File: config.mk
export PLATFORM = sky130hd
export DESIGN_NAME = textured_wall_column_span_core_flat
export DESIGN_NICKNAME = d
export VERILOG_FILES = /design/src/rtl/core/tws_pkg.sv /design/src/rtl/core/tws_if.sv /design/src/rtl/core/tws_divider.sv /design/src/rtl/core/tws_seq.sv /design/src/rtl/core/textured_wall_column_span_core.sv /design/src/flat_wrapper.sv
export SDC_FILE = /design/constraint.sdc
export NUM_CORES = 2
export LEC_CHECK = 0
export BUFFER_PORTS_ARGS = -buffer_cell sky130_fd_sc_hd__buf_2
export CAP_MARGIN = 30
export CORE_MARGIN = 2
export CORE_UTILIZATION = 60
export DETAILED_ROUTE_END_ITERATION = 10
export PLACE_DENSITY = 0.8
export SLEW_MARGIN = 0
export SYNTH_ARGS = -nofsm -noshare
export SYNTH_HDL_FRONTEND = slang
export SYNTH_SLANG_ARGS = --single-unit
export TNS_END_PERCENT = 1
File: constraint.sdc
create_clock -name clk -period 8.6 [get_ports clk]
set_clock_uncertainty 0.05 [all_clocks]
set_input_delay 0.43 -clock clk [delete_from_list [all_inputs] [get_ports clk]]
set_output_delay 0.43 -clock clk [all_outputs]
set_load 0.01 [all_outputs]
File: src/rtl/core/tws_pkg.sv
`default_nettype none
package tws_pkg;

	// sizing
	localparam int unsigned MAX_SCREEN_ROWS  = 1024;
	localparam int unsigned MAX_TEXTURE_SIZE = 1024;
	localparam int unsigned FRACTION_BITS    = 16;

	// fixed field widths
	localparam int unsigned COL_W      = 12;
	localparam int unsigned DIST_W     = 32;
	localparam int unsigned FRAC_IN_W  = 16;
	localparam int unsigned ROW_OUT_W  = 10;
	localparam int unsigned TEX_OUT_W  = 10;
	localparam int unsigned SEL_W      = 2;
	localparam int unsigned CFG_W      = 11;
	localparam int unsigned CFG_IDX_W  = 2;
	localparam int unsigned LH_W       = 20;
	localparam int unsigned POS_W      = 32;

	// derived widths
	localparam int unsigned MAX_DIM    = (MAX_SCREEN_ROWS > MAX_TEXTURE_SIZE) ?
		MAX_SCREEN_ROWS : MAX_TEXTURE_SIZE;
	localparam int unsigned DIM_W      = $clog2(MAX_DIM + 1);
	localparam int unsigned ROW_W      = $clog2(MAX_SCREEN_ROWS);
	localparam int unsigned NUM_W      = DIM_W + FRACTION_BITS;
	localparam int unsigned OFF_W      = LH_W - 1;
	localparam int unsigned PROD_W     = OFF_W + POS_W;
	localparam int unsigned TXP_W      = FRAC_IN_W + DIM_W;
	localparam int unsigned SUM_W      = ((LH_W > DIM_W) ? LH_W : DIM_W) + 1;
	localparam int unsigned LH_CMP_W   = (NUM_W > LH_W) ? NUM_W : LH_W;
	localparam int unsigned STEP_CMP_W = (NUM_W > POS_W) ? NUM_W : POS_W;
	localparam int unsigned TY_W       = POS_W - FRACTION_BITS;
	localparam int unsigned TY_CMP_W   = (TY_W > DIM_W) ? TY_W : DIM_W;

	localparam logic [LH_W-1:0]  LH_MAX  = '1;
	localparam logic [POS_W-1:0] POS_MAX = '1;

	// register reset values and clamp limits
	localparam int unsigned SCREEN_HEIGHT_RST  = 480;
	localparam int unsigned TEXTURE_WIDTH_RST  = 64;
	localparam int unsigned TEXTURE_HEIGHT_RST = 64;
	localparam int unsigned SCREEN_ROWS_MIN    = 2;
	localparam int unsigned TEXTURE_SIZE_MIN   = 1;

	// register indexes
	localparam logic [CFG_IDX_W-1:0] REG_SCREEN_HEIGHT  = 2'd0;
	localparam logic [CFG_IDX_W-1:0] REG_TEXTURE_WIDTH  = 2'd1;
	localparam logic [CFG_IDX_W-1:0] REG_TEXTURE_HEIGHT = 2'd2;

	// opcodes
	localparam logic OP_LOAD = 1'b0;
	localparam logic OP_NEXT = 1'b1;

	typedef enum logic [SEL_W-1:0] {
		FACE_NORTH = 2'd0,
		FACE_SOUTH = 2'd1,
		FACE_WEST  = 2'd2,
		FACE_EAST  = 2'd3
	} face_t;

	typedef enum logic [2:0] {
		ST_IDLE,
		ST_DIV_LH,
		ST_SPAN,
		ST_DIV_STEP,
		ST_POS,
		ST_DONE
	} state_t;

	// sequencer -> datapath
	typedef struct packed {
		logic in_ready;
		logic load_go;
		logic div_start;
		logic div_sel_step;
		logic lh_take;
		logic span_take;
		logic step_take;
		logic pos_take;
		logic finish;
	} ctrl_t;

	// datapath -> sequencer
	typedef struct packed {
		logic load_req;
		logic dist_zero;
		logic div_done;
		logic res_free;
	} stat_t;

	function automatic logic [DIM_W-1:0] clamp_dim(input logic [CFG_W-1:0] v,
			input int unsigned lo, input int unsigned hi);
		logic [DIM_W-1:0] r;
		if (32'(v) < lo)
			r = DIM_W'(lo);
		else if (32'(v) > hi)
			r = DIM_W'(hi);
		else
			r = DIM_W'(v);
		return r;
	endfunction

endpackage
`default_nettype wire

File: src/rtl/core/tws_if.sv
`default_nettype none
// column request channel
interface tws_req_if import tws_pkg::*; ();
	logic                 valid;
	logic                 ready;
	logic                 opcode;
	logic [COL_W-1:0]     screen_column;
	logic [DIST_W-1:0]    wall_distance;
	logic                 hit_face;
	logic                 dir_x_negative;
	logic                 dir_y_negative;
	logic                 dir_y_positive;
	logic [FRAC_IN_W-1:0] wall_fraction;

	modport source (output valid, opcode, screen_column, wall_distance, hit_face,
		dir_x_negative, dir_y_negative, dir_y_positive, wall_fraction, input ready);
	modport sink (input valid, opcode, screen_column, wall_distance, hit_face,
		dir_x_negative, dir_y_negative, dir_y_positive, wall_fraction, output ready);
endinterface

// result channel
interface tws_res_if import tws_pkg::*; ();
	logic                 valid;
	logic                 ready;
	logic                 pixel_valid;
	logic [COL_W-1:0]     screen_x;
	logic [ROW_OUT_W-1:0] screen_y;
	logic [SEL_W-1:0]     texture_select;
	logic [TEX_OUT_W-1:0] texel_x;
	logic [TEX_OUT_W-1:0] texel_y;
	logic                 last_pixel;
	logic [ROW_OUT_W-1:0] span_start;
	logic [ROW_OUT_W-1:0] span_end;

	modport source (output valid, pixel_valid, screen_x, screen_y, texture_select,
		texel_x, texel_y, last_pixel, span_start, span_end, input ready);
	modport sink (input valid, pixel_valid, screen_x, screen_y, texture_select,
		texel_x, texel_y, last_pixel, span_start, span_end, output ready);
endinterface

// register write channel
interface tws_cfg_if import tws_pkg::*; ();
	logic                 valid;
	logic                 ready;
	logic [CFG_IDX_W-1:0] index;
	logic [CFG_W-1:0]     data;

	modport source (output valid, index, data, input ready);
	modport sink (input valid, index, data, output ready);
endinterface
`default_nettype wire

File: src/rtl/core/tws_divider.sv
`default_nettype none
// restoring divider, one quotient bit per cycle
module tws_divider import tws_pkg::*; (
	input  wire logic              clk,
	input  wire logic              arst_n,
	input  wire logic              start,
	input  wire logic [NUM_W-1:0]  dividend,
	input  wire logic [DIST_W-1:0] divisor,
	output logic                   done,
	output logic [NUM_W-1:0]       quotient
);
	localparam int unsigned CNT_W = $clog2(NUM_W + 1);

	logic [CNT_W-1:0]  cnt_q;
	logic              done_q;
	logic [DIST_W-1:0] rem_q;
	logic [DIST_W-1:0] den_q;
	logic [NUM_W-1:0]  quo_q;
	logic [DIST_W:0]   trial;
	logic [DIST_W:0]   diff;
	logic              ge;
	logic [DIST_W-1:0] rem_nx;

	always_comb begin
		trial  = {rem_q, quo_q[NUM_W-1]};
		diff   = trial - {1'b0, den_q};
		ge     = (trial >= {1'b0, den_q});
		rem_nx = ge ? diff[DIST_W-1:0] : trial[DIST_W-1:0];
	end

	always_ff @(posedge clk or negedge arst_n) begin
		if (!arst_n) begin
			cnt_q  <= '0;
			done_q <= 1'b0;
		end else begin
			done_q <= (cnt_q == CNT_W'(1));
			if (start)
				cnt_q <= CNT_W'(NUM_W);
			else if (cnt_q != '0)
				cnt_q <= cnt_q - CNT_W'(1);
		end
	end

	always_ff @(posedge clk) begin
		if (start) begin
			rem_q <= '0;
			den_q <= divisor;
			quo_q <= dividend;
		end else if (cnt_q != '0) begin
			rem_q <= rem_nx;
			quo_q <= {quo_q[NUM_W-2:0], ge};
		end
	end

	assign done     = done_q;
	assign quotient = quo_q;
endmodule
`default_nettype wire

File: src/rtl/core/tws_seq.sv
`default_nettype none
// load sequencer: height divide (skipped at zero distance), span setup, step divide, start position
module tws_seq import tws_pkg::*; (
	input  wire logic  clk,
	input  wire logic  arst_n,
	input  wire stat_t stat,
	output ctrl_t      ctrl
);
	state_t state_q;
	state_t state_nx;

	always_comb begin
		state_nx = state_q;
		unique case (state_q)
			ST_IDLE: begin
				if (stat.load_req && stat.res_free)
					state_nx = stat.dist_zero ? ST_SPAN : ST_DIV_LH;
			end
			ST_DIV_LH: begin
				if (stat.div_done)
					state_nx = ST_SPAN;
			end
			ST_SPAN: begin
				state_nx = ST_DIV_STEP;
			end
			ST_DIV_STEP: begin
				if (stat.div_done)
					state_nx = ST_POS;
			end
			ST_POS: begin
				state_nx = ST_DONE;
			end
			ST_DONE: begin
				if (stat.res_free)
					state_nx = ST_IDLE;
			end
			default: begin
				state_nx = ST_IDLE;
			end
		endcase
	end

	always_comb begin
		ctrl              = '0;
		ctrl.in_ready     = (state_q == ST_IDLE) && stat.res_free;
		ctrl.load_go      = ctrl.in_ready && stat.load_req;
		ctrl.div_sel_step = (state_q == ST_SPAN);
		ctrl.div_start    = (ctrl.load_go && !stat.dist_zero) || (state_q == ST_SPAN);
		ctrl.lh_take      = (state_q == ST_DIV_LH) && stat.div_done;
		ctrl.span_take    = (state_q == ST_SPAN);
		ctrl.step_take    = (state_q == ST_DIV_STEP) && stat.div_done;
		ctrl.pos_take     = (state_q == ST_POS);
		ctrl.finish       = (state_q == ST_DONE) && stat.res_free;
	end

	always_ff @(posedge clk or negedge arst_n) begin
		if (!arst_n)
			state_q <= ST_IDLE;
		else
			state_q <= state_nx;
	end
endmodule
`default_nettype wire

File: src/rtl/core/textured_wall_column_span_core.sv
`default_nettype none
// Channel  Modport  Moves                   Width / fields
// -------  -------  ----------------------  ---------------------------------------
// cfg      sink     register write request  index 2b, data 11b
// req      sink     column / pixel request  opcode, column, distance, face, signs, fraction
// res      source   one result per request  pixel flag, x, y, texture, texels, last, span
//
// A next-pixel request's result lands in the output register the next cycle, so pixels
// stream one per cycle while results are taken.
// A load request runs both divisions through one restoring divider, one bit a cycle;
// the height division is skipped when the distance is zero.
// arst_n clears the sequencer, the span flag and the output valid and returns the
// registers to 480/64/64. Requests stall while a result waits unless it is taken the
// same cycle; register writes are always taken.
module textured_wall_column_span_core import tws_pkg::*; (
	input wire logic clk,
	input wire logic arst_n,
	tws_cfg_if.sink  cfg,
	tws_req_if.sink  req,
	tws_res_if.source res
);
	// register file
	logic [CFG_W-1:0] sh_cfg_q;
	logic [CFG_W-1:0] tw_cfg_q;
	logic [CFG_W-1:0] th_cfg_q;
	logic [DIM_W-1:0] sh_c;
	logic [DIM_W-1:0] tw_c;
	logic [DIM_W-1:0] th_c;

	assign cfg.ready = 1'b1;

	always_ff @(posedge clk or negedge arst_n) begin
		if (!arst_n) begin
			sh_cfg_q <= CFG_W'(SCREEN_HEIGHT_RST);
			tw_cfg_q <= CFG_W'(TEXTURE_WIDTH_RST);
			th_cfg_q <= CFG_W'(TEXTURE_HEIGHT_RST);
		end else if (cfg.valid && cfg.ready) begin
			unique case (cfg.index)
				REG_SCREEN_HEIGHT:  sh_cfg_q <= cfg.data;
				REG_TEXTURE_WIDTH:  tw_cfg_q <= cfg.data;
				REG_TEXTURE_HEIGHT: th_cfg_q <= cfg.data;
				default: begin
				end
			endcase
		end
	end

	// out-of-range register values are used clamped
	assign sh_c = clamp_dim(sh_cfg_q, SCREEN_ROWS_MIN, MAX_SCREEN_ROWS);
	assign tw_c = clamp_dim(tw_cfg_q, TEXTURE_SIZE_MIN, MAX_TEXTURE_SIZE);
	assign th_c = clamp_dim(th_cfg_q, TEXTURE_SIZE_MIN, MAX_TEXTURE_SIZE);

	// sequencer
	ctrl_t ctrl;
	stat_t stat;
	logic  res_valid_q;
	logic  pixel_go;
	logic  div_done;
	logic [NUM_W-1:0] div_q;

	assign stat.load_req  = req.valid && (req.opcode == OP_LOAD);
	assign stat.dist_zero = (req.wall_distance == '0);
	assign stat.div_done  = div_done;
	assign stat.res_free  = !res_valid_q || res.ready;

	assign req.ready = ctrl.in_ready;
	assign pixel_go  = req.valid && ctrl.in_ready && (req.opcode == OP_NEXT);

	tws_seq u_seq (
		.clk    (clk),
		.arst_n (arst_n),
		.stat   (stat),
		.ctrl   (ctrl)
	);

	// shared divider: screen_height/distance, then texture_height/line_height
	logic [NUM_W-1:0]  div_num;
	logic [DIST_W-1:0] div_den;
	logic [LH_W-1:0]   lh_q;

	assign div_num = ctrl.div_sel_step ? {th_c, {FRACTION_BITS{1'b0}}}
	                                   : {sh_c, {FRACTION_BITS{1'b0}}};
	assign div_den = ctrl.div_sel_step ? DIST_W'(lh_q) : req.wall_distance;

	tws_divider u_div (
		.clk      (clk),
		.arst_n   (arst_n),
		.start    (ctrl.div_start),
		.dividend (div_num),
		.divisor  (div_den),
		.done     (div_done),
		.quotient (div_q)
	);

	// hit capture
	logic                 face_q;
	logic                 xneg_q;
	logic                 yneg_q;
	logic                 ypos_q;
	logic [TXP_W-1:0]     tx_prod_q;
	logic [COL_W-1:0]     column_latch_q;

	always_ff @(posedge clk) begin
		if (ctrl.load_go) begin
			face_q         <= req.hit_face;
			xneg_q         <= req.dir_x_negative;
			yneg_q         <= req.dir_y_negative;
			ypos_q         <= req.dir_y_positive;
			tx_prod_q      <= TXP_W'(req.wall_fraction) * TXP_W'(tw_c);
			column_latch_q <= req.screen_column;
		end
	end

	// line height, floor 1, saturate at 2^20-1
	logic [LH_CMP_W-1:0] lh_wide;
	logic [LH_W-1:0]     lh_sat;

	always_comb begin
		lh_wide = LH_CMP_W'(div_q);
		if (lh_wide > LH_CMP_W'(LH_MAX))
			lh_sat = LH_MAX;
		else if (lh_wide == '0)
			lh_sat = LH_W'(1);
		else
			lh_sat = LH_W'(lh_wide);
	end

	always_ff @(posedge clk) begin
		if (ctrl.load_go && stat.dist_zero)
			lh_q <= LH_MAX;
		else if (ctrl.lh_take)
			lh_q <= lh_sat;
	end

	// span setup: rows centered on the screen, clamped, plus the offset of the
	// first visible row into the wall when the wall is taller than the screen
	logic [SUM_W-1:0] half_w;
	logic [SUM_W-1:0] lhh_w;
	logic [SUM_W-1:0] sh_w;
	logic [SUM_W-1:0] s_w;
	logic [SUM_W-1:0] e_w;
	logic [SUM_W-1:0] off_w;
	logic [DIM_W-1:0] tx_raw;
	logic [DIM_W-1:0] tx_clip;
	logic [DIM_W-1:0] tx_fin;
	face_t            face_nx;

	always_comb begin
		half_w = SUM_W'(sh_c >> 1);
		lhh_w  = SUM_W'(lh_q >> 1);
		sh_w   = SUM_W'(sh_c);
		if (lhh_w >= half_w) begin
			s_w   = '0;
			off_w = lhh_w - half_w;
		end else begin
			s_w   = half_w - lhh_w;
			off_w = '0;
		end
		e_w = half_w + lhh_w;
		if (e_w >= sh_w)
			e_w = sh_w - SUM_W'(1);

		tx_raw  = tx_prod_q[TXP_W-1:FRAC_IN_W];
		tx_clip = (tx_raw >= tw_c) ? (tw_c - DIM_W'(1)) : tx_raw;
		// faces seen from behind read the texture mirrored
		if ((!face_q && xneg_q) || (face_q && ypos_q))
			tx_fin = tw_c - tx_clip - DIM_W'(1);
		else
			tx_fin = tx_clip;

		priority if (!face_q && xneg_q)
			face_nx = FACE_WEST;
		else if (!face_q)
			face_nx = FACE_EAST;
		else if (yneg_q)
			face_nx = FACE_NORTH;
		else
			face_nx = FACE_SOUTH;
	end

	// span state
	logic                 span_active_q;
	logic [ROW_W-1:0]     cur_row_q;
	logic [ROW_W-1:0]     start_row_q;
	logic [ROW_W-1:0]     end_row_q;
	logic [POS_W-1:0]     texel_pos_q;
	logic [POS_W-1:0]     step_q;
	face_t                face_sel_q;
	logic [TEX_OUT_W-1:0] texel_col_q;
	logic [OFF_W-1:0]     offset_q;
	logic [PROD_W-1:0]    pos_prod_q;

	// step saturates at 2^32-1
	logic [STEP_CMP_W-1:0] step_wide;
	logic [POS_W-1:0]      step_sat;
	logic [POS_W-1:0]      pos_start;

	always_comb begin
		step_wide = STEP_CMP_W'(div_q);
		step_sat  = (step_wide > STEP_CMP_W'(POS_MAX)) ? POS_MAX : POS_W'(step_wide);
		pos_start = (pos_prod_q[PROD_W-1:POS_W] != '0) ? POS_MAX : pos_prod_q[POS_W-1:0];
	end

	// pixel: texel row clamped to height-1, running position saturates
	logic [TY_CMP_W-1:0] ty_w;
	logic [TY_CMP_W-1:0] th_w;
	logic [TY_CMP_W-1:0] ty_c;
	logic [POS_W:0]      pos_sum;
	logic [POS_W-1:0]    pos_nx;
	logic                last_c;

	always_comb begin
		ty_w    = TY_CMP_W'(texel_pos_q[POS_W-1:FRACTION_BITS]);
		th_w    = TY_CMP_W'(th_c);
		ty_c    = (ty_w >= th_w) ? (th_w - TY_CMP_W'(1)) : ty_w;
		pos_sum = {1'b0, texel_pos_q} + {1'b0, step_q};
		pos_nx  = pos_sum[POS_W] ? POS_MAX : pos_sum[POS_W-1:0];
		last_c  = (cur_row_q >= end_row_q);
	end

	always_ff @(posedge clk) begin
		if (ctrl.span_take) begin
			start_row_q <= ROW_W'(s_w);
			end_row_q   <= ROW_W'(e_w);
			offset_q    <= OFF_W'(off_w);
			face_sel_q  <= face_nx;
			texel_col_q <= TEX_OUT_W'(tx_fin);
		end
		if (ctrl.step_take)
			step_q <= step_sat;
		if (ctrl.pos_take)
			pos_prod_q <= PROD_W'(offset_q) * PROD_W'(step_q);
		if (ctrl.finish) begin
			cur_row_q   <= start_row_q;
			texel_pos_q <= pos_start;
		end else if (pixel_go && span_active_q) begin
			texel_pos_q <= pos_nx;
			if (!last_c)
				cur_row_q <= cur_row_q + ROW_W'(1);
		end
	end

	always_ff @(posedge clk or negedge arst_n) begin
		if (!arst_n)
			span_active_q <= 1'b0;
		else if (ctrl.finish)
			span_active_q <= 1'b1;
		else if (pixel_go && span_active_q && last_c)
			span_active_q <= 1'b0;
	end

	// output register
	logic                 res_pix_q;
	logic [COL_W-1:0]     res_x_q;
	logic [ROW_OUT_W-1:0] res_y_q;
	face_t                res_sel_q;
	logic [TEX_OUT_W-1:0] res_tx_q;
	logic [TEX_OUT_W-1:0] res_ty_q;
	logic                 res_last_q;
	logic [ROW_OUT_W-1:0] res_s0_q;
	logic [ROW_OUT_W-1:0] res_s1_q;

	always_ff @(posedge clk or negedge arst_n) begin
		if (!arst_n)
			res_valid_q <= 1'b0;
		else if (ctrl.finish || pixel_go)
			res_valid_q <= 1'b1;
		else if (res.ready)
			res_valid_q <= 1'b0;
	end

	always_ff @(posedge clk) begin
		if (ctrl.finish) begin
			// load result reports the new span, no pixel
			res_pix_q  <= 1'b0;
			res_x_q    <= column_latch_q;
			res_y_q    <= '0;
			res_sel_q  <= face_sel_q;
			res_tx_q   <= texel_col_q;
			res_ty_q   <= '0;
			res_last_q <= 1'b0;
			res_s0_q   <= ROW_OUT_W'(start_row_q);
			res_s1_q   <= ROW_OUT_W'(end_row_q);
		end else if (pixel_go) begin
			if (span_active_q) begin
				res_pix_q  <= 1'b1;
				res_x_q    <= column_latch_q;
				res_y_q    <= ROW_OUT_W'(cur_row_q);
				res_sel_q  <= face_sel_q;
				res_tx_q   <= texel_col_q;
				res_ty_q   <= TEX_OUT_W'(ty_c);
				res_last_q <= last_c;
				res_s0_q   <= ROW_OUT_W'(start_row_q);
				res_s1_q   <= ROW_OUT_W'(end_row_q);
			end else begin
				// next with no span: all-zero result
				res_pix_q  <= 1'b0;
				res_x_q    <= '0;
				res_y_q    <= '0;
				res_sel_q  <= FACE_NORTH;
				res_tx_q   <= '0;
				res_ty_q   <= '0;
				res_last_q <= 1'b0;
				res_s0_q   <= '0;
				res_s1_q   <= '0;
			end
		end
	end

	assign res.valid          = res_valid_q;
	assign res.pixel_valid    = res_pix_q;
	assign res.screen_x       = res_x_q;
	assign res.screen_y       = res_y_q;
	assign res.texture_select = res_sel_q;
	assign res.texel_x        = res_tx_q;
	assign res.texel_y        = res_ty_q;
	assign res.last_pixel     = res_last_q;
	assign res.span_start     = res_s0_q;
	assign res.span_end       = res_s1_q;
endmodule
`default_nettype wire

File: src/flat_wrapper.sv
// flat-port wrapper written by rule: the top's interface ports become plain ports
module textured_wall_column_span_core_flat import tws_pkg::*;
  (clk, arst_n, cfg_valid, cfg_index, cfg_data, cfg_ready, req_valid, req_opcode, req_screen_column, req_wall_distance, req_hit_face, req_dir_x_negative, req_dir_y_negative, req_dir_y_positive, req_wall_fraction, req_ready, res_valid, res_pixel_valid, res_screen_x, res_screen_y, res_texture_select, res_texel_x, res_texel_y, res_last_pixel, res_span_start, res_span_end, res_ready);
  tws_cfg_if cfg_i ();
  tws_req_if req_i ();
  tws_res_if res_i ();
  input wire logic clk;
  input wire logic arst_n;
  input wire logic [$bits(cfg_i.valid)-1:0] cfg_valid;
  input wire logic [$bits(cfg_i.index)-1:0] cfg_index;
  input wire logic [$bits(cfg_i.data)-1:0] cfg_data;
  output wire logic [$bits(cfg_i.ready)-1:0] cfg_ready;
  input wire logic [$bits(req_i.valid)-1:0] req_valid;
  input wire logic [$bits(req_i.opcode)-1:0] req_opcode;
  input wire logic [$bits(req_i.screen_column)-1:0] req_screen_column;
  input wire logic [$bits(req_i.wall_distance)-1:0] req_wall_distance;
  input wire logic [$bits(req_i.hit_face)-1:0] req_hit_face;
  input wire logic [$bits(req_i.dir_x_negative)-1:0] req_dir_x_negative;
  input wire logic [$bits(req_i.dir_y_negative)-1:0] req_dir_y_negative;
  input wire logic [$bits(req_i.dir_y_positive)-1:0] req_dir_y_positive;
  input wire logic [$bits(req_i.wall_fraction)-1:0] req_wall_fraction;
  output wire logic [$bits(req_i.ready)-1:0] req_ready;
  output wire logic [$bits(res_i.valid)-1:0] res_valid;
  output wire logic [$bits(res_i.pixel_valid)-1:0] res_pixel_valid;
  output wire logic [$bits(res_i.screen_x)-1:0] res_screen_x;
  output wire logic [$bits(res_i.screen_y)-1:0] res_screen_y;
  output wire logic [$bits(res_i.texture_select)-1:0] res_texture_select;
  output wire logic [$bits(res_i.texel_x)-1:0] res_texel_x;
  output wire logic [$bits(res_i.texel_y)-1:0] res_texel_y;
  output wire logic [$bits(res_i.last_pixel)-1:0] res_last_pixel;
  output wire logic [$bits(res_i.span_start)-1:0] res_span_start;
  output wire logic [$bits(res_i.span_end)-1:0] res_span_end;
  input wire logic [$bits(res_i.ready)-1:0] res_ready;
  assign cfg_i.valid = cfg_valid;
  assign cfg_i.index = cfg_index;
  assign cfg_i.data = cfg_data;
  assign cfg_ready = cfg_i.ready;
  assign req_i.valid = req_valid;
  assign req_i.opcode = req_opcode;
  assign req_i.screen_column = req_screen_column;
  assign req_i.wall_distance = req_wall_distance;
  assign req_i.hit_face = req_hit_face;
  assign req_i.dir_x_negative = req_dir_x_negative;
  assign req_i.dir_y_negative = req_dir_y_negative;
  assign req_i.dir_y_positive = req_dir_y_positive;
  assign req_i.wall_fraction = req_wall_fraction;
  assign req_ready = req_i.ready;
  assign res_valid = res_i.valid;
  assign res_pixel_valid = res_i.pixel_valid;
  assign res_screen_x = res_i.screen_x;
  assign res_screen_y = res_i.screen_y;
  assign res_texture_select = res_i.texture_select;
  assign res_texel_x = res_i.texel_x;
  assign res_texel_y = res_i.texel_y;
  assign res_last_pixel = res_i.last_pixel;
  assign res_span_start = res_i.span_start;
  assign res_span_end = res_i.span_end;
  assign res_i.ready = res_ready;
  textured_wall_column_span_core u_core (.clk(clk), .arst_n(arst_n), .cfg(cfg_i), .req(req_i), .res(res_i));
endmodule
==> out/metrics.cfg <==
[run_status]
run_status = finished, final reports clean

[drt]
via_count = 33000
drc_errors = 0
wl_per_cell_um = 19.8
first_pass_iters = 8
antenna_left = 0
avgViaCountPerCell = 5.82
drt_iter0_markers = 2802
drt_wl_total_mm = 112

[clocking]
worstSkewPairLatency_ns = 0.59
ctsLongestPathBuffers = 3
cts-htree-levels = 2
clock_sink_count = 414
cts_tree = yes
cts_made_buffers = 44
clk_pin_slew_worst_paths_ns = 0.07
cts_root_buffer = sky130_fd_sc_hd__clkbuf_16

[logic_synthesis]
syn_area_per_cell_um2 = 9.44
synth_enable_flop_cells = 296
ys_ff_latch = 414
synth_area_leader_cell = sky130_fd_sc_hd__fa_1
yosys.cell_count.top_type = sky130_fd_sc_hd__inv_1
synthDominantCellAreaShare = 0.254
yosysUniqueCellTypes = 82
synth_flop_cell = sky130_fd_sc_hd__edfxtp_1
synth.top_cells.by_count = sky130_fd_sc_hd__inv_1, sky130_fd_sc_hd__nand2_1, sky130_fd_sc_hd__fa_1
synthCells = 4632
cell_area_after_synthesis_mm2 = 0.0437
synth_nets = 5618
netlist_top_cells_area = sky130_fd_sc_hd__fa_1, sky130_fd_sc_hd__edfxtp_1, sky130_fd_sc_hd__ha_1, sky130_fd_sc_hd__inv_1, sky130_fd_sc_hd__nand2_1
synth_warnings = 0
yosysSeqAreaShare = 0.262
ys_async_sr_fraction = 0.106

[die]
die_x_um = 274
design.die.area_mm2 = 0.0751
initial_core_util = 0.609
core-area_mm2 = 0.0719
die_h_um = 274
floorplan.rows = 98
pin_count = 152

[critical_path]
crit_arrival_ns = 7.66
worstSetupEndpointType = flop
critPathKind = reg2reg
timing.critical_path.from_type = flop
worstPathRequired_ns = 8.87
critical_path.max_fanout = 27

[timing]
final_max_slew_viol_count = 0
timing.final.crit_period_ns = 7.39
max_slew.worst_pin.slew_ns = 1.04
setup-violations-final = 0
finalHoldViolations = 0
slew_headroom = 0.307
min_period_over_period = 0.859
worst_case_setup_margin_in_the_final_layout_ns = 1.21
final.setup.tns_ns = 0
setup_repair_after_global_routing_missed_its_margin = no
max_freq_ghz = 0.135

[place]
dp.final_hpwl_mm = 86.5
dpl_worst_slack_ns = 1.30
globalplace.congestion = 0.972
buffer_ports.inserted = 150

[grt]
largest_net_degree_at_the_start_of_global_routing = 66
initial_antenna_violation_count = 3
globalRoute.totalOverflow = 0
grt_pass1_wl_mm = 182
number_of_global_route_vias_before_repair = 34300
grt.total_usage = 0.309

[min_path]
worstHoldPathType = in2reg

[flow_run]
max-cap-violations = 0

[cells_and_area]
num-nets-final = 5678
synthToLayoutAreaGrowth_pct = 8.04
final_layout_size_suffix_gt1_frac = 0.0804

## metal layers
layer,up-vias,wire [um],part of all wire,GRT usage
li1,15000,-,-,-
met2,1395,54900,0.49,0.526
met5,-,0,0,0
met3,270,8950,0.080,0.0464
met1,16400,43900,0.39,0.398
met4,0,4710,0.042,0.120
## registers in the layout, summed over array words and instances, names as in the netlist, 11 cells and up
| name | cells |
|---|---|
| u_core.column_latch_q | 12 |
| u_core.texel_pos_q | 32 |
| u_core.lh_q | 20 |
| u_core.offset_q | 19 |
| u_core.sh_cfg_q | 11 |
| u_core.u_div.rem_q | 32 |
| u_core.tx_prod_q | 11 |
| u_core.u_div.den_q | 32 |
| u_core.th_cfg_q | 11 |
| u_core.step_q | 27 |
| u_core.pos_prod_q | 46 |
| u_core.u_div.quotient | 27 |
| u_core.tw_cfg_q | 11 |
| u_core.res.screen_x | 12 |
## what timing repair did
action	4_1_cts	5_1_grt
endpoints found under the hold margin	54	0
setup endpoints to repair	0	0
gates resized for setup	0	0
setup buffers	0	0
hold buffers	17	0
## path summary, 6_finish.rpt
path                                                startpoint                                  end  slack [ns]  cells after the start
hold reg to reg            u_core.res.pixel_valid$_SDFFE_PP0P_  u_core.res.pixel_valid$_SDFFE_PP0P_        0.39                      2
min in group asynchronous                               arst_n       u_core.tw_cfg_q[3]$_DFFE_PN0P_        0.15                      2
max in group asynchronous                               arst_n       u_core.sh_cfg_q[5]$_DFFE_PN1P_        7.86                      3
setup / recovery              u_core.offset_q[6]$_SDFFCE_PN0P_      u_core.pos_prod_q[41]$_DFFE_PP_        1.21                     18
setup reg to reg              u_core.offset_q[6]$_SDFFCE_PN0P_      u_core.pos_prod_q[41]$_DFFE_PP_        1.21                     18
hold / removal                           req_wall_distance[12]     u_core.u_div.den_q[12]$_DFFE_PN_        0.08                      3
## layout make-up
cell class / count / area, um^2
sequential: 414 / 11500
inverter: 788 / 2960
antenna: 3 / 7.51
fill: 5612 / 24600
multi-input combinational: 3201 / 28500
timing repair buffer: 243 / 1610
tap: 950 / 1190
clock inverter: 26 / 320
clock buffer: 56 / 1220
## critical path: stages (launching register included)
cell and delay (ns):
sky130_fd_sc_hd__edfxtp_1 1.02, sky130_fd_sc_hd__nand2_1 0.18, sky130_fd_sc_hd__fa_1 0.50, sky130_fd_sc_hd__fa_1 0.55, sky130_fd_sc_hd__inv_1 0.06, sky130_fd_sc_hd__fa_1 0.44
sky130_fd_sc_hd__fa_1 0.49, sky130_fd_sc_hd__inv_1 0.05, sky130_fd_sc_hd__fa_1 0.46, sky130_fd_sc_hd__fa_1 0.55, sky130_fd_sc_hd__inv_1 0.04, sky130_fd_sc_hd__ha_1 0.35
sky130_fd_sc_hd__nand4_1 0.13, sky130_fd_sc_hd__o31ai_1 0.68, sky130_fd_sc_hd__a31oi_1 0.28, sky130_fd_sc_hd__o31ai_1 0.54, sky130_fd_sc_hd__a21boi_0 0.29, sky130_fd_sc_hd__o21ai_0 0.30
sky130_fd_sc_hd__xor2_1 0.12
## placed cells by master (no fill, tap or decap), types with 132 or more instances in the layout
| cell | instances |
|---|---|
| sky130_fd_sc_hd__ha_1 | 349 |
| sky130_fd_sc_hd__edfxtp_1 | 296 |
| sky130_fd_sc_hd__o21ai_0 | 132 |
| sky130_fd_sc_hd__a21oi_1 | 184 |
| sky130_fd_sc_hd__nand2_1 | 645 |
| sky130_fd_sc_hd__and2_1 | 261 |
| sky130_fd_sc_hd__fa_1 | 554 |
| sky130_fd_sc_hd__inv_1 | 785 |
| sky130_fd_sc_hd__buf_2 | 150 |
| sky130_fd_sc_hd__nor2_1 | 203 |
## stage by stage
step | std cells | util | hold WS [ns] | instance area [um^2]
2_1_floorplan | 4632 | - | 0.0844 | 43700
3_3_place_gp | 5571 | 0.631 | 0.382 | 45300
3_5_place_dp | 5575 | 0.632 | 0.381 | 45400
4_1_cts | 5674 | 0.656 | 0.0510 | 47100
5_1_grt | 5680 | 0.657 | 0.0776 | 47200
6_report | 5681 | 0.658 | 0.0836 | 47200
## logic make-up (layout without fill, tap and decap cells)
family	after synthesis	after routing	share of synthesized area
AND/OR/NAND/NOR	1451	1451	0.156
buffers and inverters	1017	1113	0.0878
adder cells (fa/ha/maj)	903	903	0.353
AO/OA/AOI/OAI	607	607	0.0884
flip-flops	414	414	0.262
XOR/XNOR	158	158	0.0316
multiplexers	81	81	0.0197
other	1	4	0.0000858
Power is left out: the tool's default activity adds up to more than one toggle a clock period on the data nets, which glitch-free logic cannot reach.
